===== config.mk =====
export PLATFORM = sky130hd
export DESIGN_NAME = b2da_fifo
export DESIGN_NICKNAME = d
export VERILOG_FILES = /design/src/hdl/binary_to_decimal_ascii_defines.svh /design/src/hdl/b2da_pkg.sv /design/src/hdl/b2da_fifo.sv
export SDC_FILE = /design/constraint.sdc
export NUM_CORES = 1
export LEC_CHECK = 0
export ABC_CLOCK_PERIOD_IN_PS = 1620
export BUFFER_PORTS_ARGS = -buffer_cell sky130_fd_sc_hd__buf_4
export CELL_PAD_IN_SITES_DETAIL_PLACEMENT = 1
export CELL_PAD_IN_SITES_GLOBAL_PLACEMENT = 1
export CORE_MARGIN = 2
export CORE_UTILIZATION = 40
export CTS_CLUSTER_DIAMETER = 80
export DETAILED_ROUTE_END_ITERATION = 12
export GPL_TIMING_DRIVEN = 0
export PLACE_DENSITY = 0.82
export SKIP_CTS_REPAIR_TIMING = 1
export SLEW_MARGIN = 20
export SYNTH_ARGS = -nofsm -noshare
export SYNTH_HDL_FRONTEND = slang
export SYNTH_SLANG_ARGS = --single-unit

===== constraint.sdc =====
create_clock -name clk -period 1.62 [get_ports clk]
set_input_delay 0.081 -clock clk [delete_from_list [all_inputs] [get_ports clk]]
set_output_delay 0.081 -clock clk [all_outputs]
set_load 0.01 [all_outputs]

===== src/hdl/binary_to_decimal_ascii_defines.svh =====
// Assertion macros for the binary to decimal ASCII converter.
`ifndef BINARY_TO_DECIMAL_ASCII_DEFINES_SVH
`define BINARY_TO_DECIMAL_ASCII_DEFINES_SVH
`ifndef SYNTH
// same-cycle implication
`define B2DA_ASSERT_IMPL(lbl, clk, rst_n, ante, cons) \
	lbl: assert property (@(posedge clk) disable iff (!rst_n) (ante) |-> (cons)) \
		else $error("assertion failed");
// next-cycle implication
`define B2DA_ASSERT_NEXT(lbl, clk, rst_n, ante, cons) \
	lbl: assert property (@(posedge clk) disable iff (!rst_n) (ante) |=> (cons)) \
		else $error("assertion failed");
`else
`define B2DA_ASSERT_IMPL(lbl, clk, rst_n, ante, cons)
`define B2DA_ASSERT_NEXT(lbl, clk, rst_n, ante, cons)
`endif
`endif


===== src/hdl/b2da_pkg.sv =====
package b2da_pkg;

	localparam int unsigned VALUE_BITS_DEF = 31;
	localparam int unsigned DIG_BITS       = 4;
	localparam int unsigned BITS_PER_STEP  = 4;
	localparam int unsigned FIFO_DEPTH     = 2;
	localparam int unsigned CHAR_BITS      = 6;
	localparam logic [CHAR_BITS-1:0] ASCII_ZERO = 6'd48;

	typedef enum logic [1:0] {
		F_IDLE,
		F_CONV,
		F_PUSH
	} front_state_t;

	typedef struct packed {
		logic full;
		logic empty;
	} fifo_status_t;

endpackage


===== src/hdl/b2da_fifo.sv =====
module b2da_fifo import b2da_pkg::*; #(
	parameter int unsigned WIDTH = 8
) (
	input  logic             clk,
	input  logic             arst_n,
	input  logic             push,
	input  logic [WIDTH-1:0] push_data,
	input  logic             pop,
	output logic [WIDTH-1:0] pop_data,
	output fifo_status_t     status
);

	localparam int unsigned PW = $clog2(FIFO_DEPTH);
	localparam int unsigned NW = $clog2(FIFO_DEPTH + 1);
	localparam logic [NW-1:0] FULL_CNT = NW'(FIFO_DEPTH);

	logic [WIDTH-1:0] mem_q [FIFO_DEPTH];
	logic [PW-1:0]    wr_q, rd_q;
	logic [NW-1:0]    cnt_q;

	assign status.full  = (cnt_q == FULL_CNT);
	assign status.empty = (cnt_q == '0);
	assign pop_data     = mem_q[rd_q];

	always_ff @(posedge clk or negedge arst_n) begin
		if (!arst_n) begin
			wr_q  <= '0;
			rd_q  <= '0;
			cnt_q <= '0;
		end else begin
			if (push) begin
				wr_q <= wr_q + 1'b1;
			end
			if (pop) begin
				rd_q <= rd_q + 1'b1;
			end
			unique case ({push, pop})
				2'b10:   cnt_q <= cnt_q + 1'b1;
				2'b01:   cnt_q <= cnt_q - 1'b1;
				default: cnt_q <= cnt_q;
			endcase
		end
	end

	always_ff @(posedge clk) begin
		if (push) begin
			mem_q[wr_q] <= push_data;
		end
	end

endmodule


# Word-level counts from Yosys, hierarchy flattened
# Memory sizes are Yosys's and may differ from the RTL's.
# Cells that the tools add are included.
# Widths: inputs -> output; s select.
[word_totals] ff_bits=4 latch_bits=0 mem_bits_rw=16 rom_bits=0 input_bits=12 output_inout_bits=10 memories=1
[classes] add_sub_neg=4 multipliers=0 div=0 magnitude_cmp=0 eq_ne=3 shift=0 mux=3 n_bitwise=0 n_reduce_logical=2
[memory_table] memory="mem_q" depth=2 word_bits=8 rd=1 rd_ports_with_merged_regs=0 wr=1 line="b2da_fifo.sv:17" text="logic [WIDTH-1:0] mem_q [FIFO_DEPTH];"
[op_table] cell="$eq 2x2->1 const B" count=2
[op_table] cell="$pmux 2 s2" count=1
[op_table] cell="$add 1x1->1 const B" count=2
[op_table] cell="$add 2x1->2 const B" count=1
[op_table] cell="$eq 2x1->1 const B" count=1
[op_table] cell="$logic_not 2->1" count=1
[op_table] cell="$mux 1" count=2
[op_table] cell="$reduce_bool 2->1" count=1
[op_table] cell="$sub 2x1->2 const B" count=1

# Longest topological paths before layout
[logic_depth] word_depth=2 depth_mapped=5

# Least setup slack after synthesis
# OpenSTA, ideal clock, no wires.
[synth_path] kind="reg-to-reg" from="register wr_q" to="memory mem_q[0][0] (enable)" setup_ps=370 arrival_ps=768 required_time_ps=1250 setup_slack_ps=482 stages_incl_launch_ff=2 cell_sequence="dfrtp_1 nor2_1"
[synth_rtl] element="start: declaration" line="b2da_fifo.sv:18" text="logic [PW-1:0] wr_q, rd_q;"
[synth_rtl] element="start signal: assignment" line="b2da_fifo.sv:32" text="wr_q <= wr_q + 1'b1;"
[synth_rtl] element="end: declaration" line="b2da_fifo.sv:17"
# Straight into the memory's write port.

# Final worst setup path
[layout_path] from="register rd_q" to="output pop_data[2]"
[layout_via] elab_chain_len=1
[layout_rtl] element="start: declaration" line="b2da_fifo.sv:18"
[layout_rtl] element="start signal: assignment" line="b2da_fifo.sv:35" text="rd_q <= rd_q + 1'b1;"
[layout_rtl] element="$mem_v2 2x8"
[layout_rtl] element="end: declaration" line="b2da_fifo.sv:9" text="output logic [WIDTH-1:0] pop_data,"
# No other way between the ends.

==> results.cfg <==
[status]
run_status = finished, final reports clean

[timing]
rsz0062_at_grt = false
final_max_slew_viol_count = 0
final-setup-viol-count = 0
fin_setup_tns_ns = 0
worst_clock_skew_ns = 0.0132
final.period_utilization_pct = 90.2
max_slew.worst_pin.slew_ns = 0.722
worst_slew_margin_relative_to_its_limit_pct = 51.7
max_freq_mhz = 684
final_hold_viol_count = 0
crit_path_time_final_ns = 1.46

[global_routing]
number_of_global_route_vias_before_repair = 434
grt_use_total_pct = 13.8
first_pass_grt_wire_length_um = 1960
grt_max_degree = 12
number_of_antenna_violations_at_the_first_check_in_global_routing = 0
globalRoute.totalOverflow = 0

[clock_network]
tritoncts = done
cts-buffers-inserted = 3
clockBufferDepth = 2
cts_htree_levels = 1
cts_num_sinks = 20
clkLatencyLatePin_ns = 0.30
clkSlewWorstSetupHoldPaths_ns = 0.10
ctsRootBufferMaster = clkbuf_4

[synth]
synthCells = 41
synth_seq_cells = 20
netlist_area_um2 = 762
post_synth_num_cell_types = 11
synth.yosys.seq_area_share_pct = 76.2
syn-mean-instance-area_um2 = 18.6
syn_nets = 54
yosys_warnings = 0

[hold_path]
hp-class = input port to async pin

[die]
ports_placed_on_the_boundary = 22
die_w_um = 47.6
start_util_pct = 43.2
floorplan.core_area_um2 = 1760
die_height_um = 47.6
rows = 15
die_area_um2 = 2270

[run]
drv_cap = 0

[setup_path]
timing.critical_path.fanout_max = 9
cp.arrival_ns = 1.38
worstSetupEndpointType = primary output
startpoint_types = flop
crit_type = flop to primary output
worst_ep_required_time_ns = 1.54

[power_and_ir_drop]
switching_power_w = 0.000463
sw_frac_of_total_pct = 29.4
worst_ir_drop_on_vdd_mv = 0.836
power.share.sequential_pct = 48.1
power.share.combinational_pct = 36.5
internal-power_w = 0.00111
fin_total_pwr_w = 0.00158
power_density_nw_per_um2 = 1450
share_clk_of_total_power_pct = 15.4
power_leakage_nw = 0.439

[final_layout]
antenna-diode-count = 0
num-nets-final = 91
area_growth_pct = 42.7
post-route-util_pct = 61.6
final_layout_size_suffix_gt1_share_pct = 44.2
final_instance_count_excl_fillers = 102

[routing]
totalWireLength_um = 1490
wire_per_inst_um = 14.6
detailedRoute.firstIterationViolations = 5
post_drt_via_cell_ratio = 4.62
drt_pass1_iterations = 2
drtAntennaViolNets = 0
detail_route.drc_violations = 0
num_vias = 471

[place]
io_buffers = 21
place_congestion = 0.626
detailed_place_hpwl_um = 1040
placedCellCount = 87
==> routing by layer <==
layer | track usage, % | share of wire (%) | vias to the layer above
met5 | 0 | 0 | -
met3 | 3.02 | 3.8 | 4
met2 | 24.3 | 58 | 14
li1 | - | - | 221
met1 | 14.4 | 36 | 232
met4 | 9.73 | 2.4 | 0
==> power groups by stage <==
stage                     Clock (W)  Combinational, W  Sequential [W]
after floorplan                   0          0.000325        0.000752
after global placement            0          0.000544        0.000759
after detailed placement          0          0.000565        0.000773
after CTS                  0.000237          0.000567        0.000761
after global routing       0.000268          0.000627        0.000777
final                      0.000242          0.000576        0.000759
==> state kept, by name, summed over array words and instances (netlist names) <==
register,cells
wr_q,1
cnt_q,2
mem_q,16
rd_q,1
==> cell usage in the layout, fill, tap and decap left out <==
cell           count
inv_1              1
xor2_1             3
ha_1               1
and2_1             1
and2b_2            1
edfxtp_1          16
dfrtp_1            4
dlygate4sd3_1     11
clkbuf_4           3
clkbuf_1           1
buf_2              1
mux2_2             8
xnor2_1            2
nor2_1             3
buf_4             21
==> area by class of cell <==
type / instances / area [um2]
buffer: 1 / 5.00
multi-input combinational: 19 / 173
inverter: 1 / 3.75
clock buffer: 4 / 26.3
timing repair buffer: 32 / 268
fill: 181 / 677
tap: 25 / 31.3
sequential: 20 / 581
==> cells by family after synthesis <==
group,Yosys count,share of synthesized area (%)
flops,20,76.2
mux,8,11.8
xor+xnor,5,5.75
simple gates,5,3.45
buf+inv,2,1.15
fa+ha+maj,1,1.64
==> Yosys cell counts <==
cell       n  share of area [%]
edfxtp_1  16                 63
ha_1       1                1.6
mux2_2     8                 12
buf_2      1               0.66
xnor2_1    2                2.3
nor2_1     3                1.5
and2b_2    1                1.1
dfrtp_1    4                 13
and2_1     1               0.82
inv_1      1               0.49
xor2_1     3                3.4
==> stage by stage <==
step / setup WS [ns] / cell area (um2) / hold slack (ns)
final: 0.158 / 1090 / 0.105
after detailed placement: 0.266 / 951 / -0.120
after floorplan: 0.482 / 762 / -0.215
after global routing: 0.0910 / 1090 / 0.107
after CTS: 0.148 / 977 / -0.435
after global placement: 0.283 / 951 / -0.122
==> path summary, 6_finish.rpt <==
kind                               start     endpoint  slack (ns)  depth (start not counted)
max in group asynchronous         arst_n         rd_q        1.42                          2
worst min-delay path              arst_n         wr_q        0.11                          2
worst min register to register  cnt_q[1]     cnt_q[1]        0.49                          1
min in group clk                cnt_q[1]     cnt_q[1]        0.49                          1
worst max register to register      wr_q  mem_q[0][7]        0.26                          1
worst max-delay path                rd_q  pop_data[2]        0.16                          3
==> critical path: stages, from the launching register on <==
cell and delay [ns]:
dfrtp_1 0.33, buf_2 0.23, mux2_2 0.38, buf_4 0.15
No activity file was read; power rests on OpenSTA's default activity.
