[src/hdl/binary_to_decimal_ascii_defines.svh]
// Assertion macros for the binary to decimal ASCII converter.
`ifndef BINARY_TO_DECIMAL_ASCII_DEFINES_SVH
`define BINARY_TO_DECIMAL_ASCII_DEFINES_SVH
`ifndef SYNTH
// same-cycle implication
`define B2DA_ASSERT_IMPL(lbl, clk, rst_n, ante, cons) \
	lbl: assert property (@(posedge clk) disable iff (!rst_n) (ante) |-> (cons)) \
		else $error("assertion failed");
// next-cycle implication
`define B2DA_ASSERT_NEXT(lbl, clk, rst_n, ante, cons) \
	lbl: assert property (@(posedge clk) disable iff (!rst_n) (ante) |=> (cons)) \
		else $error("assertion failed");
`else
`define B2DA_ASSERT_IMPL(lbl, clk, rst_n, ante, cons)
`define B2DA_ASSERT_NEXT(lbl, clk, rst_n, ante, cons)
`endif
`endif

[src/hdl/b2da_pkg.sv]
package b2da_pkg;

	localparam int unsigned VALUE_BITS_DEF = 31;
	localparam int unsigned DIG_BITS       = 4;
	localparam int unsigned BITS_PER_STEP  = 4;
	localparam int unsigned FIFO_DEPTH     = 2;
	localparam int unsigned CHAR_BITS      = 6;
	localparam logic [CHAR_BITS-1:0] ASCII_ZERO = 6'd48;

	typedef enum logic [1:0] {
		F_IDLE,
		F_CONV,
		F_PUSH
	} front_state_t;

	typedef struct packed {
		logic full;
		logic empty;
	} fifo_status_t;

endpackage

[src/hdl/b2da_in_if.sv]
interface b2da_in_if import b2da_pkg::*; #(
	parameter int unsigned VALUE_BITS = VALUE_BITS_DEF
);
	logic                  valid;
	logic                  ready;
	logic [VALUE_BITS-1:0] value;

	modport source(output valid, output value, input ready);
	modport sink(input valid, input value, output ready);
endinterface

[src/hdl/b2da_front.sv]
module b2da_front import b2da_pkg::*; #(
	parameter int unsigned VALUE_BITS = VALUE_BITS_DEF,
	parameter int unsigned NDIG       = ((VALUE_BITS * 1233) >> 12) + 1,
	parameter int unsigned CW         = $clog2(NDIG),
	parameter int unsigned ENTRY_W    = NDIG * DIG_BITS + CW
) (
	input  logic               clk,
	input  logic               arst_n,
	b2da_in_if.sink            in_ch,
	output logic               push,
	output logic [ENTRY_W-1:0] push_data,
	input  fifo_status_t       status
);

	localparam int unsigned STEPS = (VALUE_BITS + BITS_PER_STEP - 1) / BITS_PER_STEP;
	localparam int unsigned PADW  = STEPS * BITS_PER_STEP;
	localparam int unsigned SW    = (STEPS > 1) ? $clog2(STEPS) : 1;
	localparam int unsigned BCDW  = NDIG * DIG_BITS;
	localparam logic [SW-1:0] LAST_STEP = SW'(STEPS - 1);

	front_state_t    state_q, state_d;
	logic [BCDW-1:0] bcd_q, bcd_n;
	logic [PADW-1:0] bin_q, bin_n;
	logic [SW-1:0]   step_q;
	logic [CW-1:0]   cnt_m1;

	// double dabble, several bits per cycle
	always_comb begin
		bcd_n = bcd_q;
		bin_n = bin_q;
		for (int b = 0; b < BITS_PER_STEP; b++) begin
			for (int d = 0; d < NDIG; d++) begin
				if (bcd_n[d*DIG_BITS +: DIG_BITS] >= 4'd5) begin
					bcd_n[d*DIG_BITS +: DIG_BITS] = bcd_n[d*DIG_BITS +: DIG_BITS] + 4'd3;
				end
			end
			bcd_n = {bcd_n[BCDW-2:0], bin_n[PADW-1]};
			bin_n = {bin_n[PADW-2:0], 1'b0};
		end
	end

	// highest nonzero digit
	always_comb begin
		cnt_m1 = '0;
		for (int d = 1; d < NDIG; d++) begin
			if (bcd_q[d*DIG_BITS +: DIG_BITS] != '0) begin
				cnt_m1 = CW'(d);
			end
		end
	end

	assign push_data = {cnt_m1, bcd_q};

	always_ff @(posedge clk or negedge arst_n) begin
		if (!arst_n) begin
			state_q <= F_IDLE;
		end else begin
			state_q <= state_d;
		end
	end

	always_comb begin
		state_d     = state_q;
		in_ch.ready = 1'b0;
		push        = 1'b0;
		unique case (state_q)
			F_IDLE: begin
				in_ch.ready = 1'b1;
				if (in_ch.valid) begin
					state_d = F_CONV;
				end
			end
			F_CONV: begin
				if (step_q == '0) begin
					state_d = F_PUSH;
				end
			end
			F_PUSH: begin
				if (!status.full) begin
					push    = 1'b1;
					state_d = F_IDLE;
				end
			end
			default: state_d = F_IDLE;
		endcase
	end

	always_ff @(posedge clk) begin
		if (in_ch.valid && in_ch.ready) begin
			bin_q  <= PADW'(in_ch.value);
			bcd_q  <= '0;
			step_q <= LAST_STEP;
		end else if (state_q == F_CONV) begin
			bin_q  <= bin_n;
			bcd_q  <= bcd_n;
			step_q <= step_q - 1'b1;
		end
	end

endmodule

[src/flat_wrapper.sv]
// flat-port wrapper written by rule: the top's interface ports become plain ports
module b2da_front_flat import b2da_pkg::*;
#(
	parameter int unsigned VALUE_BITS = VALUE_BITS_DEF,
	parameter int unsigned NDIG       = ((VALUE_BITS * 1233) >> 12) + 1,
	parameter int unsigned CW         = $clog2(NDIG),
	parameter int unsigned ENTRY_W    = NDIG * DIG_BITS + CW
)
  (clk, arst_n, push, push_data, status, in_ch_valid, in_ch_value, in_ch_ready);
  b2da_in_if #(.VALUE_BITS(VALUE_BITS)) in_ch_i ();
  input  logic clk;
  input  logic arst_n;
  output logic push;
  output logic [ENTRY_W-1:0] push_data;
  input  fifo_status_t status;
  input wire logic [$bits(in_ch_i.valid)-1:0] in_ch_valid;
  input wire logic [$bits(in_ch_i.value)-1:0] in_ch_value;
  output wire logic [$bits(in_ch_i.ready)-1:0] in_ch_ready;
  assign in_ch_i.valid = in_ch_valid;
  assign in_ch_i.value = in_ch_value;
  assign in_ch_ready = in_ch_i.ready;
  b2da_front #(.VALUE_BITS(VALUE_BITS), .NDIG(NDIG), .CW(CW), .ENTRY_W(ENTRY_W)) u_core (.clk(clk), .arst_n(arst_n), .in_ch(in_ch_i), .push(push), .push_data(push_data), .status(status));
endmodule
[config.mk]
export PLATFORM = sky130hd
export DESIGN_NAME = b2da_front_flat
export DESIGN_NICKNAME = d
export VERILOG_FILES = /design/src/hdl/binary_to_decimal_ascii_defines.svh /design/src/hdl/b2da_pkg.sv /design/src/hdl/b2da_in_if.sv /design/src/hdl/b2da_front.sv /design/src/flat_wrapper.sv
export SDC_FILE = /design/constraint.sdc
export NUM_CORES = 1
export LEC_CHECK = 0
export ABC_AREA = 1
export BUFFER_PORTS_ARGS = -buffer_cell sky130_fd_sc_hd__buf_2
export CAP_MARGIN = 25
export CORE_MARGIN = 3
export CORE_UTILIZATION = 43
export CTS_BUF_LIST = sky130_fd_sc_hd__clkbuf_8
export DETAILED_ROUTE_END_ITERATION = 10
export SLEW_MARGIN = 25
export SYNTH_ARGS = -nofsm -noshare
export SYNTH_HDL_FRONTEND = slang
export SYNTH_SLANG_ARGS = --single-unit
[constraint.sdc]
create_clock -name clk -period 2.97 [get_ports clk]
set_input_delay 0.1485 -clock clk [delete_from_list [all_inputs] [get_ports clk]]
set_output_delay 0.1485 -clock clk [all_outputs]
set_load 0.01 [all_outputs]
# Word-level counts from Yosys, hierarchy flattened
# Cells that the tools add are included.
# W data, S select, Z words.
[word_totals] regBits=77 latchBits=0 ramBits=0 rom_bits=0 in_bits=36 elab_cells=163 mem_count=0
[classes] add_sub_neg=41 multipliers=0 div_mod_pow=0 order_cmp=40 eq_ne=5 n_shift=0 mux=58 n_bitwise=0 n_reduce_logical=14
[op_table] cell="$ge A4 B3 Y1 const B" n=40
[op_table] cell="$mux W4" n=38
[op_table] cell="$add A4 B2 Y4 const B" n=36
[op_table] cell="$mux W31" n=2
[op_table] cell="$reduce_bool A4 Y1" n=9
[op_table] cell="$mux W3" n=8
[op_table] cell="$add A3 B2 Y3 const B" n=4
[op_table] cell="$mux W2" n=5
[op_table] cell="$pmux W2 S3" n=1
[op_table] cell="$mux W1" n=4
[op_table] cell="$ne A2 B2 Y1 const B" n=2
[op_table] cell="$logic_not A3 Y1" n=1
[op_table] cell="$reduce_and A3 Y1" n=1
[op_table] cell="$sub A3 B1 Y3 const B" n=1
[op_table] cell="$eq A2 B1 Y1 const B" n=1
[op_table] cell="$eq A2 B2 Y1 const B" n=1
[op_table] cell="$logic_not A2 Y1" n=1
[op_table] cell="$ne A2 B1 Y1 const B" n=1
[op_table] cell="$reduce_bool A2 Y1" n=1
[op_table] cell="$logic_and A1 B1 Y1" n=1

# Logic depth before layout (Yosys ltp)
[logic_depth] ltp_word=10 ltp_mapped=30

# Worst setup path after synthesis
# Ideal clock, no wire load.
[synth_path] path_kind="reg2reg" start="register u_core.bcd_q[37]" end="register u_core.bcd_q[37]" arrival_time_ns=2.907 t_required_ns=2.856 path_slack_ns=-0.051 path_stages_with_launch=29 path_buffers=0 period_less_slack_ns=3.021 cell_sequence="dfxtp_1 -> inv_1 -> ha_1 -> nor2_1 -> nand2_1 -> nand2_1 -> xor2_1 -> ha_1 -> inv_1 -> nand3_1 -> nand2_1 -> nand2_1 -> nand2_1 -> nand2_1 -> inv_1 -> ha_1 -> inv_1 -> nand4_1 -> nand2_1 -> nand2_1 -> nand2_1 -> nand2_1 -> ha_1 -> nand2_1 -> nand3_1 -> nand2_1 -> nand2_1 -> nand3_1 -> nand2_1"
[synth_via] elab_chain_cells=8 word_cells_on_any_way=11 cone_classes="add/sub (3); order compare (4); mux (4)"
[synth_rtl] element="start, declared" line="b2da_front.sv:22" source="logic [BCDW-1:0] bcd_q, bcd_n;"
[synth_rtl] element="start signal, assigned" line="b2da_front.sv:95" source="bcd_q <= bcd_n;"
[synth_rtl] element="$ge A4 B3 Y1 or $add A3 B2 Y3 (tied branches)" line="b2da_front.sv:33, b2da_front.sv:34"
[synth_rtl] element="$mux W3 (*)" line="b2da_front.sv:33" source="if (bcd_n[d*DIG_BITS +: DIG_BITS] >= 4'd5) begin"
[synth_rtl] element="$ge A4 B3 Y1 or $add A3 B2 Y3 (tied branches)" line="b2da_front.sv:33, b2da_front.sv:34"
[synth_rtl] element="$mux W3 (*)" line="b2da_front.sv:33"
[synth_rtl] element="$ge A4 B3 Y1 or $add A3 B2 Y3 (tied branches)" line="b2da_front.sv:33, b2da_front.sv:34"
[synth_rtl] element="$mux W3 (*)" line="b2da_front.sv:33"
[synth_rtl] element="$ge A4 B3 Y1 (*)" line="b2da_front.sv:33"
[synth_rtl] element="$mux W3 (*)" line="b2da_front.sv:33"
# Mark *: on every way between the ends. The rest lies on a longest branch, timed or not.
# A chain may end at the register's enable or synchronous reset.

# Worst setup path after layout
[layout_path] start="register u_core.bcd_q[37]" end="register u_core.bcd_q[38]"
[layout_via] elab_chain_cells=8 word_cells_on_any_way=12 cone_classes="add/sub (4); order compare (4); mux (4)"
[layout_rtl] element="$ge A4 B3 Y1 or $add A3 B2 Y3 (tied branches)" line="b2da_front.sv:33, b2da_front.sv:34"
[layout_rtl] element="$mux W3 (*)" line="b2da_front.sv:33"
[layout_rtl] element="$ge A4 B3 Y1 or $add A3 B2 Y3 (tied branches)" line="b2da_front.sv:33, b2da_front.sv:34"
[layout_rtl] element="$mux W3 (*)" line="b2da_front.sv:33"
[layout_rtl] element="$ge A4 B3 Y1 or $add A3 B2 Y3 (tied branches)" line="b2da_front.sv:33, b2da_front.sv:34"
[layout_rtl] element="$mux W3 (*)" line="b2da_front.sv:33"
[layout_rtl] element="$ge A4 B3 Y1 or $add A3 B2 Y3 (tied branches)" line="b2da_front.sv:33, b2da_front.sv:34"
[layout_rtl] element="$mux W3 (*)" line="b2da_front.sv:33"
# Marked as above.

==> impl_metrics.json <==
{
  "run_status": "complete, no violations",
  "drtPass1Iterations": 5,
  "mostFrequentLayoutCell": "sky130_fd_sc_hd__nand2_1",
  "finish.utilization_pct": 56.56,
  "route.antenna.remaining_nets": 0,
  "slew_viol_final": 0,
  "avgViaCountPerCell": 4.896,
  "reg2reg_to": "u_core.bcd_q[38]$_SDFFE_PP0P_",
  "syn-instance-count": 1122,
  "cts_num_sinks": 77,
  "worst-path-stages": 28,
  "global_route_wire_length_before_repair_um": 28240,
  "num_vias": 7246,
  "critical_path.most_common_cell": "sky130_fd_sc_hd__nand2_2",
  "synth_top_family_by_area": "simple AND/OR/NAND/NOR gates",
  "hpwl_um": 13250,
  "clock-skew-final_ns": 0.01004,
  "grt_start_max_net_pins": 54,
  "critical-path-max-stage-delay_ns": 0.34,
  "ys_warn_count": 0,
  "fp.dieArea_mm2": 0.01743,
  "crit_path_top_delay_cell": "sky130_fd_sc_hd__dfxtp_2",
  "floorplan.core_area_mm2": 0.01537,
  "floorplan.initialDensity_pct": 44.44,
  "final_estimated_routing_congestion_in_global_placement": 0.8091,
  "worstSetupEndpointType": "flip-flop",
  "critical_path_required_ns": 3.24,
  "worstPathBufferInverterCount": 4,
  "timing.hold.worst_path_depth": 3,
  "number_of_global_route_vias_before_repair": 6215,
  "synth-xor-area-share_pct": 0.3847,
  "gr-total-overflow": 0,
  "synth_mux_area_share_pct": 0,
  "die_w_um": 132.0,
  "summed_negative_setup_slack_over_all_endpoints_ns": 0,
  "worstReg2RegStart": "u_core.bcd_q[37]$_SDFFE_PP0P_",
  "io_pins": 82,
  "place_inst": 1451,
  "hold_path_class": "input port to flip-flop",
  "worst_slew_pin_slew_ns": 0.5820,
  "grt_antenna_before_repair": 1,
  "worst-endpoint-arrival_ns": 3.15,
  "hold_violations": 0,
  "flow.area_growth_from_synthesis_pct": 27.29,
  "synthesized_area_fraction_occupied_by_adder_cells_pct": 7.694,
  "number_of_cts_inserted_buffers": 9,
  "design.final.nets": 1342,
  "maximum_operating_frequency_ghz": 0.3472,
  "drt-initial-drc-count": 373,
  "hold_path_end": "u_core.bin_q[7]$_DFFE_PP_",
  "buffer_cell_driving_the_clock_tree_root": "sky130_fd_sc_hd__clkbuf_8",
  "cts_htree_levels": 3,
  "synth.lib_cells_used.distinct": 36,
  "drive_above_1_share_pct": 28.92,
  "postRouteWirelength_um": 18060,
  "setup.worst_path.class": "flip-flop to flip-flop",
  "startpoint_type": "flip-flop",
  "synthSimpleGateAreaFrac_pct": 46.47,
  "fp.dieH_um": 132.0,
  "timing.final.crit_period_ns": 2.880,
  "layout.cells.non_filler": 1480,
  "synth_area_mm2": 0.006830,
  "fin_crit_sh_pct": 96.98,
  "hold_slack_ns": 0.03316,
  "critical_path.top_delay_family": "simple AND/OR/NAND/NOR gates",
  "timing.hold.worst.start": "in_ch_value[7]",
  "max-slew-margin-rel_pct": 61.20,
  "count_of_max_cap_constraint_violations": 0,
  "ys_ff_latch": 77,
  "setup_violations": 0,
  "syn_nets": 1200,
  "global_router_s_overall_resource_usage_pct": 19.36,
  "reg2regPathDepth": 28,
  "worst_skew_pair.late_latency_ns": 0.37,
  "drt-wirelength-per-cell_um": 12.20,
  "clk_transition_reported_paths_ns": 0.09,
  "std_cell_rows": 45,
  "n_antenna_cell": 0,
  "register_to_register_setup_slack_ns": 0.09,
  "mostFrequentLayoutCells": "sky130_fd_sc_hd__nand2_1, sky130_fd_sc_hd__inv_1, sky130_fd_sc_hd__nand3_1",
  "drcViolationCount": 0,
  "io_buffer_count": 80,
  "tritoncts": "built",
  "clock_path_buffers": 2,
  "synth_sequential_area_ratio_pct": 27.26,
  "mean_instance_size_in_the_synthesized_netlist_um2": 6.088,
  "grt_setup_unrepaired": "yes",
  "synth_compound_area_share_pct": 7.236,
  "critical_path.max_fanout": 3
}
[area by class of cell]
cell class	instances	area (µm²)
fillers	1530	6676
multi-input cells	849	4731
flip-flops and latches	77	1892
repair buffers	145	903.4
inverters	182	688.2
well taps	211	264.0
clock buffers	9	123.9
clock inverters	7	92.59
[Yosys cell counts]
library cell	number	area, µm²
sky130_fd_sc_hd__ha_1	42	525.5
sky130_fd_sc_hd__o22ai_1	9	56.30
sky130_fd_sc_hd__dfrtp_1	2	50.05
sky130_fd_sc_hd__buf_1	2	7.510
sky130_fd_sc_hd__nand2_4	2	22.52
sky130_fd_sc_hd__dfxtp_1	44	880.8
sky130_fd_sc_hd__nor2_2	1	6.260
sky130_fd_sc_hd__o211ai_1	5	37.54
sky130_fd_sc_hd__a22oi_1	2	15.01
sky130_fd_sc_hd__nand3_1	149	745.7
sky130_fd_sc_hd__nand2_2	31	193.9
sky130_fd_sc_hd__o21ai_1	6	30.03
sky130_fd_sc_hd__clkbuf_1	9	33.78
sky130_fd_sc_hd__buf_6	1	11.26
sky130_fd_sc_hd__o21bai_1	6	45.04
sky130_fd_sc_hd__inv_1	180	675.7
sky130_fd_sc_hd__nand3b_1	3	22.52
sky130_fd_sc_hd__nand2_1	439	1648
sky130_fd_sc_hd__o21ai_0	26	130.1
sky130_fd_sc_hd__xor2_1	3	26.28
sky130_fd_sc_hd__inv_2	2	7.510
sky130_fd_sc_hd__nor3_1	2	10.01
sky130_fd_sc_hd__nand4_1	28	175.2
sky130_fd_sc_hd__o21ai_2	6	52.55
sky130_fd_sc_hd__buf_4	1	7.510
sky130_fd_sc_hd__a21o_1	5	37.54
sky130_fd_sc_hd__a21oi_1	18	90.09
sky130_fd_sc_hd__and2_2	1	7.510
sky130_fd_sc_hd__and2_4	1	8.760
sky130_fd_sc_hd__nand3_4	1	17.52
sky130_fd_sc_hd__edfxtp_1	31	930.9
sky130_fd_sc_hd__or2_2	1	6.260
sky130_fd_sc_hd__nand3_2	10	100.1
sky130_fd_sc_hd__nor2_1	46	172.7
sky130_fd_sc_hd__and2_1	6	37.54
sky130_fd_sc_hd__buf_2	1	5.000
[routing by layer]
layer	vias to the layer above	track usage, %	part of all wire, %
li1	3867	-	-
met1	3239	26.11	48
met2	115	31.56	46
met3	23	3.397	3.8
met4	2	6.184	1.9
met5	-	0	0.072
[tightest hold or removal path, stage by stage]
cell and delay, ns:
sky130_fd_sc_hd__buf_2 0.08, sky130_fd_sc_hd__nand2_1 0.04, sky130_fd_sc_hd__nand2_1 0.04
[state kept, by name (all words and copies together) (netlist names)]
signal,flops
u_core.step_q,3
u_core.bcd_q,40
u_core.bin_q,32
u_core.state_q,2
[what timing repair did]
item	CTS	global route
gates resized for setup	5	167
setup endpoints to repair	4	38
endpoints found under the hold margin	2	0
buffers inserted	1	11
hold buffers	1	0
pin swaps	0	55
[worst max path at each step]
stage | start | to | slack (ns)
3_3_place_gp | u_core.bcd_q[33]$_SDFFE_PP0P_ | u_core.bcd_q[37]$_SDFFE_PP0P_ | -0.003
5_1_grt | u_core.bcd_q[37]$_SDFFE_PP0P_ | u_core.bcd_q[38]$_SDFFE_PP0P_ | -0.19
2_1_floorplan | u_core.bcd_q[37]$_SDFFE_PP0P_ | u_core.bcd_q[37]$_SDFFE_PP0P_ | 0.01
3_5_place_dp | u_core.bcd_q[33]$_SDFFE_PP0P_ | u_core.bcd_q[38]$_SDFFE_PP0P_ | -0.06
4_1_cts | u_core.bcd_q[32]$_SDFFE_PP0P_ | u_core.bcd_q[38]$_SDFFE_PP0P_ | 0.006
6_report | u_core.bcd_q[37]$_SDFFE_PP0P_ | u_core.bcd_q[38]$_SDFFE_PP0P_ | 0.09
[cell families (layout without fill, tap and decap cells)]
logic type | Yosys count | after routing
simple gates | 721 | 721
buf+inv | 196 | 343
compound gates | 83 | 83
flops | 77 | 77
fa+ha+maj | 42 | 42
xor+xnor | 3 | 3
[metrics by stage]
stage,area (µm²),setup WS (ns)
after floorplan,6840,0.01245
after global placement,7850,-0.002619
after detailed placement,7850,-0.06495
after CTS,8094,0.005602
after global routing,8695,-0.1940
final,8695,0.08965
Power is left out: the tool's default activity adds up to more than one toggle a clock period on the data nets, which glitch-free logic cannot reach.
